### src/hw/rtl/hks_pkg.sv
// Package: constants, types and character functions of the key scramble field generator.
`default_nettype none
package hks_pkg;

	localparam int KEY_W      = 32;
	localparam int CHAR_W     = 7;
	localparam int IDX_W      = 5;
	localparam int RAW_BYTES  = 20;
	localparam int RAW_W      = 8 * RAW_BYTES;
	localparam int SH_W       = RAW_W + 2;
	localparam int FIELD_LEN  = 28;
	localparam logic [IDX_W-1:0] LAST_IDX = IDX_W'(FIELD_LEN - 1);
	localparam logic [CHAR_W-1:0] PAD_CHAR = 7'h3d;

	localparam int QDEPTH = 2;
	localparam int QPTR_W = (QDEPTH > 1) ? $clog2(QDEPTH) : 1;
	localparam int QCNT_W = $clog2(QDEPTH + 1);

	// version text, zero padded to 16 bytes
	localparam logic [127:0] VER_TEXT = {"EN V2.40-0335", 24'h000000};
	// fixed scramble key, 12 bytes
	localparam logic [95:0] FKEY = 96'h48756157656933434F4D3158;

	typedef logic [RAW_W-1:0] raw_t;

	typedef struct packed {
		logic full;
		logic empty;
	} q_stat_t;

	function automatic logic [7:0] hex_char(logic [3:0] n);
		logic [7:0] r;
		if (n < 4'd10) begin
			r = 8'h30 + {4'h0, n};
		end else begin
			r = 8'h57 + {4'h0, n};
		end
		return r;
	endfunction

	function automatic logic [CHAR_W-1:0] b64_char(logic [5:0] v);
		logic [CHAR_W-1:0] r;
		priority if (v < 6'd26) begin
			r = 7'h41 + {1'b0, v};
		end else if (v < 6'd52) begin
			r = 7'h47 + {1'b0, v};
		end else if (v < 6'd62) begin
			r = {1'b0, v} - 7'd4;
		end else if (v == 6'd62) begin
			r = 7'h2b;
		end else begin
			r = 7'h2f;
		end
		return r;
	endfunction

	function automatic raw_t raw_field(logic [KEY_W-1:0] key);
		logic [7:0] hex [8];
		logic [7:0] b;
		raw_t raw;
		for (int k = 0; k < 8; k++) begin
			hex[k] = hex_char(key[31-4*k -: 4]);
		end
		for (int k = 0; k < RAW_BYTES; k++) begin
			if (k < 16) begin
				b = VER_TEXT[127-8*k -: 8] ^ hex[k%8] ^ hex[7-(k%8)];
			end else begin
				b = key[31-8*(k-16) -: 8];
			end
			b = b ^ FKEY[95-8*(k%12) -: 8] ^ FKEY[95-8*((19-k)%12) -: 8];
			raw[RAW_W-1-8*k -: 8] = b;
		end
		return raw;
	endfunction

endpackage
`default_nettype wire

### src/hw/rtl/hks_if.sv
// Channel interfaces: key input and field character output.
`default_nettype none
interface hks_key_if;
	logic                        valid;
	logic                        ready;
	logic [hks_pkg::KEY_W-1:0]   key;
	modport source (output valid, output key, input ready);
	modport sink   (input valid, input key, output ready);
endinterface

interface hks_char_if;
	logic                        valid;
	logic                        ready;
	logic [hks_pkg::CHAR_W-1:0]  out_char;
	logic [hks_pkg::IDX_W-1:0]   char_index;
	logic                        last;
	modport source (output valid, output out_char, output char_index, output last,
		input ready);
	modport sink   (input valid, input out_char, input char_index, input last,
		output ready);
endinterface
`default_nettype wire

### src/hw/rtl/hks_front.sv
// Front end: accepts keys and builds the scrambled 20-byte field for the queue.
`default_nettype none
module hks_front (
	hks_key_if.sink          keys,
	input  hks_pkg::q_stat_t qstat,
	output logic             push,
	output hks_pkg::raw_t    push_data
);

	assign keys.ready = !qstat.full;
	assign push       = keys.valid && !qstat.full;
	assign push_data  = hks_pkg::raw_field(keys.key);

endmodule
`default_nettype wire

### src/hw/rtl/hks_queue.sv
// Two-entry queue of scrambled fields between front and back end.
`default_nettype none
module hks_queue (
	input  logic             clk,
	input  logic             arst_n,
	input  logic             push,
	input  hks_pkg::raw_t    push_data,
	input  logic             pop,
	output hks_pkg::raw_t    pop_data,
	output hks_pkg::q_stat_t qstat
);

	hks_pkg::raw_t                   mem_q [hks_pkg::QDEPTH];
	logic [hks_pkg::QPTR_W-1:0]      wr_ptr_q;
	logic [hks_pkg::QPTR_W-1:0]      rd_ptr_q;
	logic [hks_pkg::QCNT_W-1:0]      cnt_q;

	function automatic logic [hks_pkg::QPTR_W-1:0] ptr_next(logic [hks_pkg::QPTR_W-1:0] p);
		logic [hks_pkg::QPTR_W-1:0] r;
		if (p == hks_pkg::QPTR_W'(hks_pkg::QDEPTH - 1)) begin
			r = '0;
		end else begin
			r = p + hks_pkg::QPTR_W'(1);
		end
		return r;
	endfunction

	assign qstat.full  = (cnt_q == hks_pkg::QCNT_W'(hks_pkg::QDEPTH));
	assign qstat.empty = (cnt_q == '0);
	assign pop_data    = mem_q[rd_ptr_q];

	always_ff @(posedge clk) begin
		if (push) begin
			mem_q[wr_ptr_q] <= push_data;
		end
	end

	always_ff @(posedge clk or negedge arst_n) begin
		if (!arst_n) begin
			wr_ptr_q <= '0;
			rd_ptr_q <= '0;
			cnt_q    <= '0;
		end else begin
			if (push) begin
				wr_ptr_q <= ptr_next(wr_ptr_q);
			end
			if (pop) begin
				rd_ptr_q <= ptr_next(rd_ptr_q);
			end
			if (push && !pop) begin
				cnt_q <= cnt_q + hks_pkg::QCNT_W'(1);
			end else if (pop && !push) begin
				cnt_q <= cnt_q - hks_pkg::QCNT_W'(1);
			end
		end
	end

endmodule
`default_nettype wire

### src/hw/rtl/hks_back.sv
// Back end: serializes one field into 28 base64 characters through an output register.
`default_nettype none
module hks_back (
	input  logic             clk,
	input  logic             arst_n,
	input  hks_pkg::q_stat_t qstat,
	input  hks_pkg::raw_t    pop_data,
	output logic             pop,
	hks_char_if.source       chars
);

	logic [hks_pkg::SH_W-1:0]   sh_q;
	logic [hks_pkg::IDX_W-1:0]  cnt_q;
	logic                       busy_q;
	logic                       ov_q;
	logic [hks_pkg::CHAR_W-1:0] char_q;
	logic [hks_pkg::IDX_W-1:0]  idx_q;
	logic                       last_q;

	logic                       adv;
	logic                       at_end;
	logic                       load;
	logic [hks_pkg::CHAR_W-1:0] char_d;

	assign adv    = busy_q && (!ov_q || chars.ready);
	assign at_end = (cnt_q == hks_pkg::LAST_IDX);
	assign load   = !qstat.empty && (!busy_q || (adv && at_end));
	assign pop    = load;
	assign char_d = at_end ? hks_pkg::PAD_CHAR
		: hks_pkg::b64_char(sh_q[hks_pkg::SH_W-1 -: 6]);

	assign chars.valid      = ov_q;
	assign chars.out_char   = char_q;
	assign chars.char_index = idx_q;
	assign chars.last       = last_q;

	always_ff @(posedge clk) begin
		if (load) begin
			sh_q <= {pop_data, 2'b00};
		end else if (adv) begin
			sh_q <= {sh_q[hks_pkg::SH_W-7:0], 6'b000000};
		end
		if (adv) begin
			char_q <= char_d;
			idx_q  <= cnt_q;
			last_q <= at_end;
		end
	end

	always_ff @(posedge clk or negedge arst_n) begin
		if (!arst_n) begin
			busy_q <= 1'b0;
			cnt_q  <= '0;
			ov_q   <= 1'b0;
		end else begin
			if (load) begin
				busy_q <= 1'b1;
				cnt_q  <= '0;
			end else if (adv) begin
				cnt_q <= cnt_q + hks_pkg::IDX_W'(1);
				if (at_end) begin
					busy_q <= 1'b0;
				end
			end
			if (adv) begin
				ov_q <= 1'b1;
			end else if (chars.ready) begin
				ov_q <= 1'b0;
			end
		end
	end

endmodule
`default_nettype wire

### src/hw/rtl/hex_key_scramble_base64_top.sv
// Top level of the key scramble field generator.
// Each accepted 32-bit key yields one 28-character base64 field, indices 0 to 27, with
// last set on the closing '=' character. Characters leave one per cycle while ready is
// held, from a registered output. Keys can be accepted back to back while a two-entry
// field queue has room, and the serializer picks up the next field in the same cycle
// as the previous last character is registered. At an idle block, a key's field goes
// through the field queue and the shift register before its first character is output.
`default_nettype none
module hex_key_scramble_base64_top (
	input  logic       clk,
	input  logic       arst_n,
	hks_key_if.sink    keys,
	hks_char_if.source chars
);

	hks_pkg::q_stat_t qstat;
	logic             push;
	hks_pkg::raw_t    push_data;
	logic             pop;
	hks_pkg::raw_t    pop_data;

	hks_front u_front (
		.keys      (keys),
		.qstat     (qstat),
		.push      (push),
		.push_data (push_data)
	);

	hks_queue u_queue (
		.clk       (clk),
		.arst_n    (arst_n),
		.push      (push),
		.push_data (push_data),
		.pop       (pop),
		.pop_data  (pop_data),
		.qstat     (qstat)
	);

	hks_back u_back (
		.clk      (clk),
		.arst_n   (arst_n),
		.qstat    (qstat),
		.pop_data (pop_data),
		.pop      (pop),
		.chars    (chars)
	);

endmodule
`default_nettype wire

### src/flat_wrapper.sv
// flat-port wrapper written by rule: the top's interface ports become plain ports
module hex_key_scramble_base64_top_flat 
  (clk, arst_n, keys_valid, keys_key, keys_ready, chars_valid, chars_out_char, chars_char_index, chars_last, chars_ready);
  hks_key_if keys_i ();
  hks_char_if chars_i ();
  input  logic clk;
  input  logic arst_n;
  input wire logic [$bits(keys_i.valid)-1:0] keys_valid;
  input wire logic [$bits(keys_i.key)-1:0] keys_key;
  output wire logic [$bits(keys_i.ready)-1:0] keys_ready;
  output wire logic [$bits(chars_i.valid)-1:0] chars_valid;
  output wire logic [$bits(chars_i.out_char)-1:0] chars_out_char;
  output wire logic [$bits(chars_i.char_index)-1:0] chars_char_index;
  output wire logic [$bits(chars_i.last)-1:0] chars_last;
  input wire logic [$bits(chars_i.ready)-1:0] chars_ready;
  assign keys_i.valid = keys_valid;
  assign keys_i.key = keys_key;
  assign keys_ready = keys_i.ready;
  assign chars_valid = chars_i.valid;
  assign chars_out_char = chars_i.out_char;
  assign chars_char_index = chars_i.char_index;
  assign chars_last = chars_i.last;
  assign chars_i.ready = chars_ready;
  hex_key_scramble_base64_top u_core (.clk(clk), .arst_n(arst_n), .keys(keys_i), .chars(chars_i));
endmodule
### config.mk
export PLATFORM = sky130hd
export DESIGN_NAME = hex_key_scramble_base64_top_flat
export DESIGN_NICKNAME = d
export VERILOG_FILES = /design/src/hw/rtl/hks_pkg.sv /design/src/hw/rtl/hks_if.sv /design/src/hw/rtl/hks_front.sv /design/src/hw/rtl/hks_queue.sv /design/src/hw/rtl/hks_back.sv /design/src/hw/rtl/hex_key_scramble_base64_top.sv /design/src/flat_wrapper.sv
export SDC_FILE = /design/constraint.sdc
export NUM_CORES = 1
export LEC_CHECK = 0
export ABC_AREA = 1
export BUFFER_PORTS_ARGS = -buffer_cell sky130_fd_sc_hd__buf_4
export CORE_UTILIZATION = 45
export CTS_CLUSTER_DIAMETER = 80
export DETAILED_ROUTE_END_ITERATION = 6
export GPL_TIMING_DRIVEN = 0
export HOLD_SLACK_MARGIN = 0.06
export SLEW_MARGIN = 5
export SYNTH_ARGS = -nofsm -noshare
export SYNTH_HDL_FRONTEND = slang
export SYNTH_HIERARCHICAL = 1
export SYNTH_SLANG_ARGS = --single-unit
export TNS_END_PERCENT = 100
### constraint.sdc
create_clock -name clk -period 9.35 [get_ports clk]
set_clock_uncertainty 0.05 [all_clocks]
set_input_delay 1.87 -clock clk [delete_from_list [all_inputs] [get_ports clk]]
set_output_delay 1.87 -clock clk [all_outputs]
set_load 0.03 [all_outputs]
==> results of run 1 <==
[cell families (layout without fill, tap and decap cells)]
kind of cell,count (synthesis),count (layout),synth area share [%]
and+or+nand+nor,765,765,13.5
xor gates and xnor gates,19,19,0.745
DFF,504,504,67.5
buffers and inverters,259,407,7.10
other,2,32,0.0336
adders and majority gates,15,15,0.841
muxes,160,160,9.58
AOI/OAI and AO/OA,28,28,0.678
[worst paths after layout]
| check | depth (start not counted) | startpoint | end |
|---|---|---|---|
| setup / recovery | 9 | chars_ready | u_core/u_back/sh_q[12] |
| setup reg to reg | 9 | u_core/u_back/cnt_q[0] | u_core/u_back/sh_q[12] |
| min in group asynchronous | 1 | arst_n | u_core/u_queue/cnt_q[0] |
| hold reg to reg | 2 | u_core/u_back/sh_q[117] | u_core/u_back/sh_q[123] |
| hold / removal | 2 | u_core/u_back/sh_q[117] | u_core/u_back/sh_q[123] |
| max in group asynchronous | 1 | arst_n | u_core/u_queue/cnt_q[1] |
[power breakdown]
part           switching, µW  internal, µW  leakage, µW  total (µW)
Combinational            891           717      0.00494        1610
Clock                    828          1200     0.000809        2030
Sequential               150          3170      0.00485        3320
Total                   1870          5090       0.0106        6960
[metal layers]
metal	global-route usage [%]	share of wire [%]
met1	22.5	45
met2	29.0	49
met3	2.60	4.1
met4	4.41	1.7
met5	0	0
[cells in the final DEF, fill, tap and decap left out, drive strengths merged, types with 2 or more instances in the layout]
cell    instances
a21o            2
nor2           31
o21ai          17
clkinv         18
clkbuf         64
nand3          26
xor2           11
dfrtp          11
ha             15
xnor2           8
nand4          10
edfxtp        493
inv           102
mux2          160
buf           217
conb           32
nand3b          5
nor3            2
nand2         689
bufinv          5
a21oi           7
[sequential cells by signal, indices dropped and copies added (netlist names)]
| register | cells |
|---|---|
| u_core/u_queue/cnt_q | 2 |
| u_core/u_back/chars.out_char | 7 |
| u_core/u_back/chars.valid | 1 |
| u_core/u_back/cnt_q | 5 |
| u_core/u_queue/wr_ptr_q | 1 |
| u_core/u_back/busy_q | 1 |
| u_core/u_queue/mem_q | 320 |
| u_core/u_back/sh_q | 160 |
| u_core/u_back/chars.last | 1 |
| u_core/u_back/chars.char_index | 5 |
| u_core/u_queue/rd_ptr_q | 1 |
[layout make-up]
| cell class | instances | area share, % |
|---|---|---|
| multi-input cells | 1019 | 22.7 |
| repair buffers | 59 | 2.29 |
| plain buffers | 158 | 4.72 |
| inverters | 101 | 1.51 |
| flip-flops and latches | 504 | 59.1 |
| well taps | 664 | 3.25 |
| clock buffers | 64 | 5.52 |
| clock inverters | 25 | 0.965 |
[worst max-delay path, delay by kind of cell]
kind	cells	cell delay, ns
buffers and inverters	4	0.95
AND/OR/NAND/NOR	5	0.87
[metrics by stage]
step	util, %	setup slack, ns	hold WS (ns)	cell area [µm²]
3_3_place_gp	48.3	-0.380	0.435	23600
4_1_cts	52.2	5.84	0.458	25500
2_1_floorplan	-	2.52	0.413	22400
3_5_place_dp	48.8	5.23	0.443	23900
6_report	52.2	5.80	0.459	25500
5_1_grt	52.2	5.68	0.484	25500
==> run summary, run 1 <==
The flow ran to the end, and the final reports show no timing, DRC or antenna violations. Headroom to the max-slew limit came out at 47.6%. The synthesized design devotes to its leading area cell type 66.3% of total area.

The register-to-register setup slack came out at 6.57 ns. TritonCTS built the clock tree. The via count of the first global-routing pass came out at 12.2k. The combined area of the multi-input logic cells came out at 5790 µm². The worst setup path is launched from an input pin. Data on the critical path arrives at its endpoint at about 3.8 ns.

The number of pins with negative max-slew slack in the final report is 0. For this run, the total global-route usage over all layers was measured as 16.9%. CTS placed an instance of clkbuf_16 at the clock tree root. The number of setup buffers added after CTS is 0. The number of maximum-capacitance violations came out at 0.

For the pin with the worst max-slew slack, the measured transition is 0.786 ns. The number of warnings issued by yosys came out at 6. The category of the worst setup path capture point is a flop. The cell type with the largest total area after synthesis is edfxtp_1. The signal on the critical path passes through buf_4 > inv_1 > nand2_1 > nand3_1 > nand2_1 > nand2_2 > buf_2 > nand2_4 > buf_16.

The number of cells in the design after placement is 2505. The worst supply voltage drop on vdd came out at 0.000142 V. The maximum achievable frequency came out at between 0.2 and 0.3 GHz.

The maximum buffer depth of the clock tree came out at 3. Before antenna repair, the detailed router went through 5 iterations. The total standard cell area after synthesis is 22300 µm². The number of failing setup endpoints in the final timing report is 0. The master of the slowest instance on the critical path is nand2_4. The share of post-route cells with drive strength above 1 is 24.5%.

The proportion of synthesized flip-flops having asynchronous set or reset came out at about 2.2%. The most used flip-flop cell after synthesis is edfxtp_1. The highest net fanout along the worst path came out at 54. Setup repair after global routing left no endpoint under its margin. The final period demand of the worst path came out at roughly 3.5 ns. The cell count after synthesis is between 1.5k and 2k. The final total power came out at 6960 µW. Clock-pin slew was measured on the worst setup and hold paths at 0.06 ns. The total detailed-routing wirelength came out at 42.0 mm. The number of distinct standard cells referenced by the synthesized netlist came out at 32. The required time of the critical path is between 9 and 10 ns.

After global routing the overflow that remains totals 0. The average size of a mapped cell came out at 12.7 µm². The final period utilization is 37.9%.

The die outline height came out at 225 µm. The flip-flop and latch count after synthesis came out at 504. The quantity of hold-fixing buffers added after cts came out at 0.

The violation count after the first detailed-route iteration is 822. The most frequently used cell type in the post-synthesis netlist is nand2_1. The effective utilization at floorplan is 45.6%.

The placement row count is 81. Leaving out filler cells and counting taps, the final layout contains 2594. After routing, the total negative slack on setup checks comes to 0 ns. Sorting the synthesized cells by area gives the leading types as edfxtp_1, nand2_1, mux2_4.

The maximum single-stage delay on the critical path is ~0.5 ns. The average via count per standard cell came out at 4.75. In the final layout, flip-flops and latches occupy 15100 µm². The number of antenna violations at the first check in global routing is 1. The count of cells resized by post-cts repair came out at 0. Yosys mapped a number of flops with a built-in enable equal to 493. The first-pass GRT wire length is 65.2 mm. The min-delay analysis places its worst path in the category reg -> reg. The die is 225 µm wide. The region available for standard cell placement spans 49000 µm². Counting stages on the worst path, the most repeated cell is nand2_1.

The hold violation count in the final report was 0. The H-tree was split into 2 levels. The final weighted congestion in routability-driven placement is between 0.8 and 0.9. The count of inserted antenna diode cells is 0. The final layout contains approximately 2k nets. The fill cell total of the finished layout came out at 4175. The count of nets left with antenna violations once routing finished came out at 0. In the synthesized netlist, the cells that appear most often are nand2_1, edfxtp_1, buf_4. The total via count in the routed design came out at 12.3k. The pin count of the biggest net entering global routing came out at between 80 and 90. The sequential fraction of the synthesis area is 67.5%. The count of clock tree sinks is just over 500. The number of ports placed on the die boundary is 51.

The area of the die is 50500 µm². The number of buffers inserted by port buffering came out at 50. The CTS buffer count came out at 53. The area growth from synthesis to layout came out at 14.4%. The insertion delay of the later-clocked pin in the worst-skew pair is 0.59 ns. The placed wire-length estimate came out at 28.0 mm. In the final routed layout, each cell accounts on average for between 15 and 20 µm. The setup path with the least slack is of type in -> reg. The DRC violations left is 0. The leakage power is 0.0106 µW. The power density over cell area is around 270 nW/µm².
Power figures use the tool's default switching activity.
==> inputs of run 2 (changes only) <==
--- a/config.mk
+++ b/config.mk
@@ -5,7 +5,7 @@
 export SDC_FILE = /design/constraint.sdc
 export NUM_CORES = 1
 export LEC_CHECK = 0
-export ABC_AREA = 1
+export ABC_AREA = 0
 export BUFFER_PORTS_ARGS = -buffer_cell sky130_fd_sc_hd__buf_4
 export CORE_UTILIZATION = 45
 export CTS_CLUSTER_DIAMETER = 80
==> constraint.sdc (replaced) <==
create_clock -name clk -period 3.3 [get_ports clk]
set_clock_uncertainty 0.05 [all_clocks]
set_input_delay 0.66 -clock clk [delete_from_list [all_inputs] [get_ports clk]]
set_output_delay 0.66 -clock clk [all_outputs]
set_load 0.03 [all_outputs]
==> run summary, run 2 <==
The average size of a mapped cell came out at 18.0 µm² (was 12.7 µm²). The master of the slowest instance on the critical path is dfrtp_1 (was nand2_4). The clock network fraction of design power is 31.9% (was 29.1%). The placement row count came out at 80 (was 81). The final core utilization is 52.5% (was 52.2%). The final layout net count was 1413 (was 1947).

The register-to-register setup slack came to 0.21 ns (was 6.57 ns). The overall die width is 222 µm (was 225 µm). The total detailed-routing wirelength came out at 39.3 mm (was 42.0 mm). The final total power came out at 18300 µW (was 6960 µW). The worst max-slew margin expressed relative to the limit is 42.3% (was 47.6%). The effective utilization at floorplan is 45.7% (was 45.6%).

The count of clock tree sinks came out at 504 (unchanged). The class of the most critical hold timing path was in -> reg (was reg -> reg). The number of synthesized flops with an enable pin came out at 493 (unchanged). The DRC violations left is 0 (unchanged). The destination of the critical timing path is u_core/u_back/sh_q[52] (was u_core/u_back/sh_q[12]). The internal power is 13800 µW (was 5090 µW). The final period utilization is 93.7%. The share of power burned in registers came to 49.0% (was 47.8%).

The insertion delay of the later-clocked pin in the worst-skew pair is 0.59 ns (about the same). The total via count in the routed design came to 9977 (was 12.3k). The launch point of the critical path is u_core/u_back/cnt_q[0] (was chars_ready). The area growth from synthesis to layout was 15.0% (was 14.4%). The maximum achievable frequency is 0.323 GHz. The pin count of the biggest net entering global routing came out at 52 (was 87).

The worst supply voltage drop on vdd came out at 0.000441 V (was 0.000142 V). The number of distinct standard cells referenced by the synthesized netlist came out at 52 (was 32). The leading register cell type out of synthesis is edfxtp_1 (unchanged). The category of the worst setup path capture point is a flop (unchanged).

The number of maximum-capacitance violations came out at 0 (unchanged). The sum of negative setup slack is 0 ns (unchanged). The final global-route overflow total came to 0 (unchanged).

The switching share of power is 24.7% (was 26.9%). The area of the die was 49500 µm² (was 50500 µm²). The highest net fanout along the worst path came out at 51 (was 54). The final period demand of the worst path came out at 3.09 ns. The register containing the most flip-flops in the final layout is u_core/u_queue/mem_q (unchanged). The count of antenna-violating nets left after detailed routing is 0 (unchanged). The sequential fraction of the synthesis area is 69.0% (was 67.5%). The arrival time of data at the critical path endpoint came out at 3.30 ns (was 3.78 ns). The least setup slack across all paths after layout came out at 0.207 ns (was 5.80 ns).

Commonest cells in the synthesized netlist: edfxtp_1, mux2_2, buf_4 (was nand2_1, edfxtp_1, buf_4). The number of failing setup endpoints in the final timing report came out at 0 (unchanged). The worst reg2reg path depth is 10 (was 9).

The hold violation count in the final report came out at 0 (unchanged). The violation count after the first detailed-route iteration is 612 (was 822). The combinational fraction of design power is 19.0% (was 23.1%).

The cell count after synthesis is 1214 (was 1752). The endpoint of the lowest-slack register-to-register path is u_core/u_back/sh_q[52] (was u_core/u_back/sh_q[12]). The CTS buffer count came out at 53 (unchanged). The die outline height is 222 µm (was 225 µm). The total standard cell area after synthesis is 21900 µm² (was 22300 µm²). The maximum single-stage delay on the critical path is 0.40 ns (was 0.50 ns). The number of antenna violations at the first check in global routing is 0 (was 1). The most common cell after layout, fill and taps aside is edfxtp_1 (was nand2_1). The number of warnings issued by yosys is 6 (unchanged). The number of buffers inserted by port buffering is 50 (unchanged). The net switching power figure was 4510 µW (was 1870 µW). The count of cells resized by post-cts repair is 0 (unchanged).

The via count of the first global-routing pass came out at 10.4k (was 12.2k). Most used cells in the layout excluding fill and tap cells: edfxtp_1, buf_4, mux2_2, mux2_1, mux2_4 (was nand2_1, edfxtp_1, buf_4, inv_1, mux2_4). The power density over cell area is 726 nW/µm² (was 273 nW/µm²). The portion of synthesized cell area occupied by the leading cell type came out at 67.7% (was 66.3%).

The pre-CTS setup slack was 0.181 ns (was 5.23 ns). The cell type with the largest total area after synthesis is edfxtp_1 (unchanged). The library cell used as clock root buffer was clkbuf_16 (unchanged). The detailed-router iteration count before antenna repair is 6 (was 5).

The number of ports placed on the die boundary is 51 (unchanged). The number of levels the H-tree was split into was 2 (unchanged). The cell type with the highest occurrence count on the critical path is buf_6 (was nand2_1). Run status: completed (unchanged). The first-pass GRT wire length is 60.5 mm (was 65.2 mm).

The global-route total usage across every layer came out at 16.3% (was 16.9%). The fill cell total of the finished layout is 3858 (was 4175). Ordered list of cells on the worst path: ha_1 > and2_2 > nand3b_4 > clkinv_2 > nand2_2 > a21oi_4 > buf_6 > buf_6 > or2_4 > buf_16 (was buf_4 > inv_1 > nand2_1 > nand3_1 > nand2_1 > nand2_2 > buf_2 > nand2_4 > buf_16). The TritonCTS clock tree is done (unchanged). The proportion of synthesized flip-flops having asynchronous set or reset came to 2.18% (unchanged).

The final weighted congestion in routability-driven placement came out at 0.824 (was 0.854). The required time of the critical path is 3.51 ns (was 9.58 ns). The routed wirelength normalized by instance count came to 19.4 µm (was 16.2 µm).

The number of flip-flops under the largest register name is 320 (unchanged). The leakage power is 0.00938 µW (was 0.0106 µW). The average via count per standard cell came out at 4.94 (was 4.75). The most frequently used cell type in the post-synthesis netlist is edfxtp_1 (was nand2_1). The maximum buffer depth of the clock tree came out at 3 (unchanged). Cell types occupying the most area after synthesis: edfxtp_1, mux2_2, mux2_4 (was edfxtp_1, nand2_1, mux2_4). The category of the worst setup path launch point is a flop (was input pin).

The reg-to-reg startpoint is u_core/u_back/cnt_q[0] (unchanged). The tightest hold margin came out at 0.319 ns (was 0.459 ns). The floorplan core area came out at 47800 µm² (was 49000 µm²). Unrepaired setup endpoints after global routing: no (unchanged). The share of post-route cells with drive strength above 1 was 36.3% (was 24.5%).

The flip-flop and latch count after synthesis is 504 (unchanged). The start-to-end type of the worst setup path is reg -> reg (was in -> reg). The placed wire-length estimate is 26.0 mm (was 28.0 mm). The number of pins with negative max-slew slack in the final report is 0 (unchanged). The slew of the pin with the lowest slew margin came to 0.863 ns (was 0.786 ns). The clock-pin slew on the worst setup and hold paths is 0.06 ns (about the same).
[run 2: what timing repair did]
action / CTS / global route
setup buffers: 0 / 0
hold buffers: 1 / 0
endpoints found under the hold margin: 11 / 0
[run 2: per-stage QoR]
step | area [µm²] | cells
5_1_grt | 25100 | 2020
2_1_floorplan | 22000 | 1244
6_report | 25100 | 2021
3_3_place_gp | 23100 | 1909
4_1_cts | 25100 | 2020
3_5_place_dp | 23400 | 1921
[run 2: cell families after synthesis]
kind of cell	Yosys count	share of synthesized area, %
AO/OA/AOI/OAI	60	1.71
XOR/XNOR	58	2.43
adder cells (fa/ha/maj)	15	0.858
buffers and inverters	181	6.07
flip-flops	504	69.0
multiplexers	316	17.8
other	2	0.0343
AND/OR/NAND/NOR	78	2.12
[run 2: layout make-up]
type                            instances  area, µm²  share of cell area, %
Buffer                                146       1190                   4.75
Inverter                               35        133                  0.528
Clock buffer                           67       1400                   5.57
Sequential cell                       504      15100                   60.0
Multi-Input combinational cell        559       5590                   22.2
Timing Repair Buffer                   63        671                   2.67
Clock inverter                         31        302                   1.20
Antenna cell                            1       2.50                0.00995
Tap cell                              615        769                   3.06
[run 2: routing by layer]
layer  GRT usage (%)  share of wire (%)
met1            21.9                 46
met2            27.2                 49
met3            2.37                3.4
met4            5.16                2.2
met5               0                  0
[run 2: power by group through the flow]
stage          combinational [µW]  sequential (µW)  clock, µW
2_1_floorplan                2390             9120          0
3_3_place_gp                 3270             9210          0
3_5_place_dp                 3540             9100          0
4_1_cts                      3560             8970       5990
5_1_grt                      3770             9060       6220
6_report                     3480             8950       5830
[run 2: worst min-delay path by stage]
stage,start,endpoint,slack (ns),cells past startpoint
after floorplan,arst_n,u_core/u_back/busy_q,0.31,0
after global placement,u_core/u_queue/cnt_q[1],u_core/u_queue/cnt_q[1],0.42,1
after detailed placement,u_core/u_queue/cnt_q[1],u_core/u_queue/cnt_q[1],0.44,1
after CTS,keys_key[8],u_core/u_queue/mem_q[1][8],0.28,2
after global routing,keys_key[8],u_core/u_queue/mem_q[1][8],0.30,2
final,keys_key[8],u_core/u_queue/mem_q[1][8],0.32,2
[run 2: critical path: cells and delay by family, from the launching register on]
kind | cells | cell delay, ns
AO/OA/AOI/OAI | 1 | 0.34
adder cells (fa/ha/maj) | 1 | 0.19
flip-flops | 1 | 0.40
buffers and inverters | 4 | 0.89
AND/OR/NAND/NOR | 4 | 0.78
==> inputs of run 3 (changes only) <==
--- a/config.mk
+++ b/config.mk
@@ -10,7 +10,7 @@
 export CORE_UTILIZATION = 45
 export CTS_CLUSTER_DIAMETER = 80
 export DETAILED_ROUTE_END_ITERATION = 6
-export GPL_TIMING_DRIVEN = 0
+export GPL_TIMING_DRIVEN = 1
 export HOLD_SLACK_MARGIN = 0.06
 export SLEW_MARGIN = 5
 export SYNTH_ARGS = -nofsm -noshare
==> run summary, run 3 (synthesis gave the netlist of run 2 again) <==
The final weighted congestion in routability-driven placement was 0.767 (was 0.824). The placed wire-length estimate came out at 23.1 mm (was 26.0 mm). The category of the worst setup path capture point is a flop (unchanged). The internal power came out at 13100 µW (was 13800 µW). The worst max-slew margin expressed relative to the limit is 46.7% (was 42.3%).

Run status: completed (unchanged). The final period utilization is 79.0% (was 93.7%). The effective utilization at floorplan is 45.7% (unchanged). The final period demand of the worst path is 2.61 ns (was 3.09 ns). The cell area after placement came to 22400 µm² (was 23400 µm²). The power density over cell area came out at 730 nW/µm² (was 726 nW/µm²). The total detailed-routing wirelength is 36.7 mm (was 39.3 mm). The start-to-end type of the worst setup path is reg -> reg (unchanged). The library cell used as clock root buffer was clkbuf_16 (unchanged). The met2 track utilization from global routing is 24.7% (was 27.2%). The logic depth of the worst setup path including buffers is 8 (was 10). The slew of the pin with the lowest slew margin was 0.798 ns (was 0.863 ns). The insertion delay of the later-clocked pin in the worst-skew pair was 0.58 ns (was 0.59 ns). The class of the most critical hold timing path is in -> reg (unchanged). Ordered list of cells on the worst path: ha_1 > and2_2 > nand3b_4 > clkinv_2 > nand2_2 > a21oi_4 > or2_4 > buf_12 (was ha_1 > and2_2 > nand3b_4 > clkinv_2 > nand2_2 > a21oi_4 > buf_6 > buf_6 > or2_4 > buf_16).

The register containing the most flip-flops in the final layout is u_core/u_queue/mem_q (unchanged). The combinational fraction of design power came to 17.7% (was 19.0%). The number of pins with negative max-slew slack in the final report came to 0 (unchanged).

The highest net fanout along the worst path is 39 (was 51). The detailed-router iteration count before antenna repair is 4 (was 6). The hold violation count in the final report came out at 0 (unchanged). The number of flip-flops under the largest register name came to 320 (unchanged).

The TritonCTS clock tree was done (unchanged). The violation count after the first detailed-route iteration is 483 (was 612). The number of ports placed on the die boundary came to 51 (unchanged). The net switching power figure came out at 4370 µW (was 4510 µW).

The die outline height is 222 µm (unchanged). The sum of negative setup slack is 0 ns (unchanged). The worst reg2reg path depth came out at 8 (was 10). The destination of the critical timing path was u_core/u_back/sh_q[38] (was u_core/u_back/sh_q[52]). The layer with the highest usage was met2 (unchanged). The count of clock tree sinks was 504 (unchanged). The total via count in the routed design came out at 9496 (was 9977). The most common cell after layout, fill and taps aside is edfxtp_1 (unchanged). The global-route total usage across every layer came out at 15.1% (was 16.3%). The clock network fraction of design power is 30.7% (was 31.9%).

The share of post-route cells with drive strength above 1 is 29.6% (was 36.3%). The via count of the first global-routing pass came out at 9703 (was 10.4k). The area of the die is 49500 µm² (unchanged).

The average via count per standard cell is 5.04 (was 4.94). The number of buffers inserted by post-CTS setup repair is 0 (unchanged). The met1 track demand over resource came to 20.8% (was 21.9%).

The fill cell total of the finished layout is 3952 (was 3858). The tightest hold margin came to 0.233 ns (was 0.319 ns). The share of power burned in registers came out at 51.7% (was 49.0%). The routed wirelength normalized by instance count came out at 19.5 µm (was 19.4 µm). The reg-to-reg startpoint is u_core/u_back/cnt_q[0] (unchanged).

The area growth from synthesis to layout was 9.33% (was 15.0%). The switching share of power was 25.0% (was 24.7%). The worst supply voltage drop on vdd came out at 0.000439 V (was 0.000441 V).

The maximum single-stage delay on the critical path is 0.48 ns (was 0.40 ns). The leakage power is 0.00864 µW (was 0.00938 µW). The master of the slowest instance on the critical path is or2_4 (was dfrtp_1). The overall die width is 222 µm (unchanged). The number of maximum-capacitance violations came to 0 (unchanged). The endpoint of the lowest-slack register-to-register path is u_core/u_back/sh_q[38] (was u_core/u_back/sh_q[52]). The maximum achievable frequency is 0.384 GHz (was 0.323 GHz). The number of levels the H-tree was split into is 2 (unchanged). The dominant delay contributor by cell family on the critical path is simple AND/OR/NAND/NOR gates (was buffers and inverters).

The first-pass GRT wire length came out at 56.8 mm (was 60.5 mm). The final layout net count came out at 1282 (was 1413). Most used cells in the layout excluding fill and tap cells: edfxtp_1, mux2_2, mux2_1, mux2_4, buf_4 (was edfxtp_1, buf_4, mux2_2, mux2_1, mux2_4). The total buffers and inverters traversed by the critical path is 2 (was 4). The placement row count is 80 (unchanged). The number of antenna violations at the first check in global routing came out at 0 (unchanged). The arrival time of data at the critical path endpoint came out at 2.83 ns (was 3.30 ns). The pin count of the biggest net entering global routing is 50 (was 52). The category of the worst setup path launch point is a flop (unchanged). The maximum buffer depth of the clock tree came to 3 (unchanged). The register-to-register setup slack was 0.69 ns (was 0.21 ns). The CTS buffer count is 52 (was 53). Unrepaired setup endpoints after global routing: no (unchanged). The final global-route overflow total came to 0 (unchanged). The floorplan core area is 47800 µm² (unchanged). The clock-pin slew on the worst setup and hold paths is 0.06 ns (about the same). The required time of the critical path is 3.52 ns (was 3.51 ns). The count of inserted antenna diode cells came out at 0 (was 1).

The count of antenna-violating nets left after detailed routing is 0 (unchanged). The finished layout cell area is 23900 µm² (was 25100 µm²). The global-route track usage on met3 came out at 2.90% (was 2.37%). The DRC violations left came to 0 (unchanged).

The number of failing setup endpoints in the final timing report came out at 0 (unchanged). The launch point of the critical path is u_core/u_back/cnt_q[0] (unchanged). The number of buffers inserted by port buffering came out at 50 (unchanged).
run 3: changes by cell type in the layout (fill, tap and decap cells not counted), moves of 2 or more:
| cell | change |
|---|---|
| buf_6 | -14 |
| buf_4 | -96 |
| bufinv_16 | -4 |
| buf_12 | +10 |
| buf_2 | -10 |
| clkinv_2 | -3 |
| buf_8 | -11 |
| buf_16 | -6 |
| clkbuf_16 | -2 |
run 3: final cells by class:
class	count	area, µm²	area share [%]
Tap cell	615	769	3.22
Timing Repair Buffer	79	796	3.33
Multi-Input combinational cell	559	5590	23.4
Inverter	35	133	0.555
Clock buffer	68	1360	5.69
Sequential cell	504	15100	63.1
Clock inverter	24	171	0.717
run 3: what timing repair did:
| item | CTS | global route |
|---|---|---|
| endpoints found under the hold margin | 11 | 0 |
| hold buffers | 1 | 0 |
| endpoints found under the setup margin | 0 | 0 |
| resized for setup | 0 | 0 |
run 3: power by group through the flow:
stage | sequential, µW | combinational (µW) | clock (µW)
finish | 9020 | 3080 | 5350
global route | 9130 | 3360 | 5760
CTS | 9040 | 3170 | 5510
detailed placement | 9170 | 3160 | 0
global placement | 9120 | 3120 | 0
floorplan | 9120 | 2390 | 0
run 3: through the flow:
stage | setup WS, ns | total power (µW) | utilization [%] | std cells
floorplan | -0.435 | 11500 | - | 1244
global placement | 0.602 | 12200 | 46.7 | 1791
detailed placement | 0.597 | 12300 | 46.7 | 1791
CTS | 0.656 | 17700 | 50.0 | 1884
global route | 0.559 | 18200 | 50.0 | 1884
finish | 0.693 | 17500 | 50.0 | 1884
run 3: metal layers:
| layer | up-vias | part of all wire (%) | routed length (µm) |
|---|---|---|---|
| li1 | 4480 | - | - |
| met1 | 4789 | 45 | 16600 |
| met2 | 166 | 48 | 17800 |
| met3 | 61 | 4.4 | 1600 |
| met4 | 0 | 1.9 | 688 |
| met5 | - | 0 | 0 |
run 3: worst min-delay path by stage:
stage,slack (ns),to,start,cells after the start
2_1_floorplan,0.31,u_core/u_back/busy_q,arst_n,0
3_3_place_gp,0.43,u_core/u_back/chars.char_index[1],u_core/u_back/cnt_q[1],0
3_5_place_dp,0.43,u_core/u_queue/cnt_q[1],u_core/u_queue/cnt_q[1],1
4_1_cts,0.20,u_core/u_queue/mem_q[1][24],keys_key[24],1
5_1_grt,0.21,u_core/u_queue/mem_q[1][24],keys_key[24],1
6_report,0.23,u_core/u_queue/mem_q[1][24],keys_key[24],1
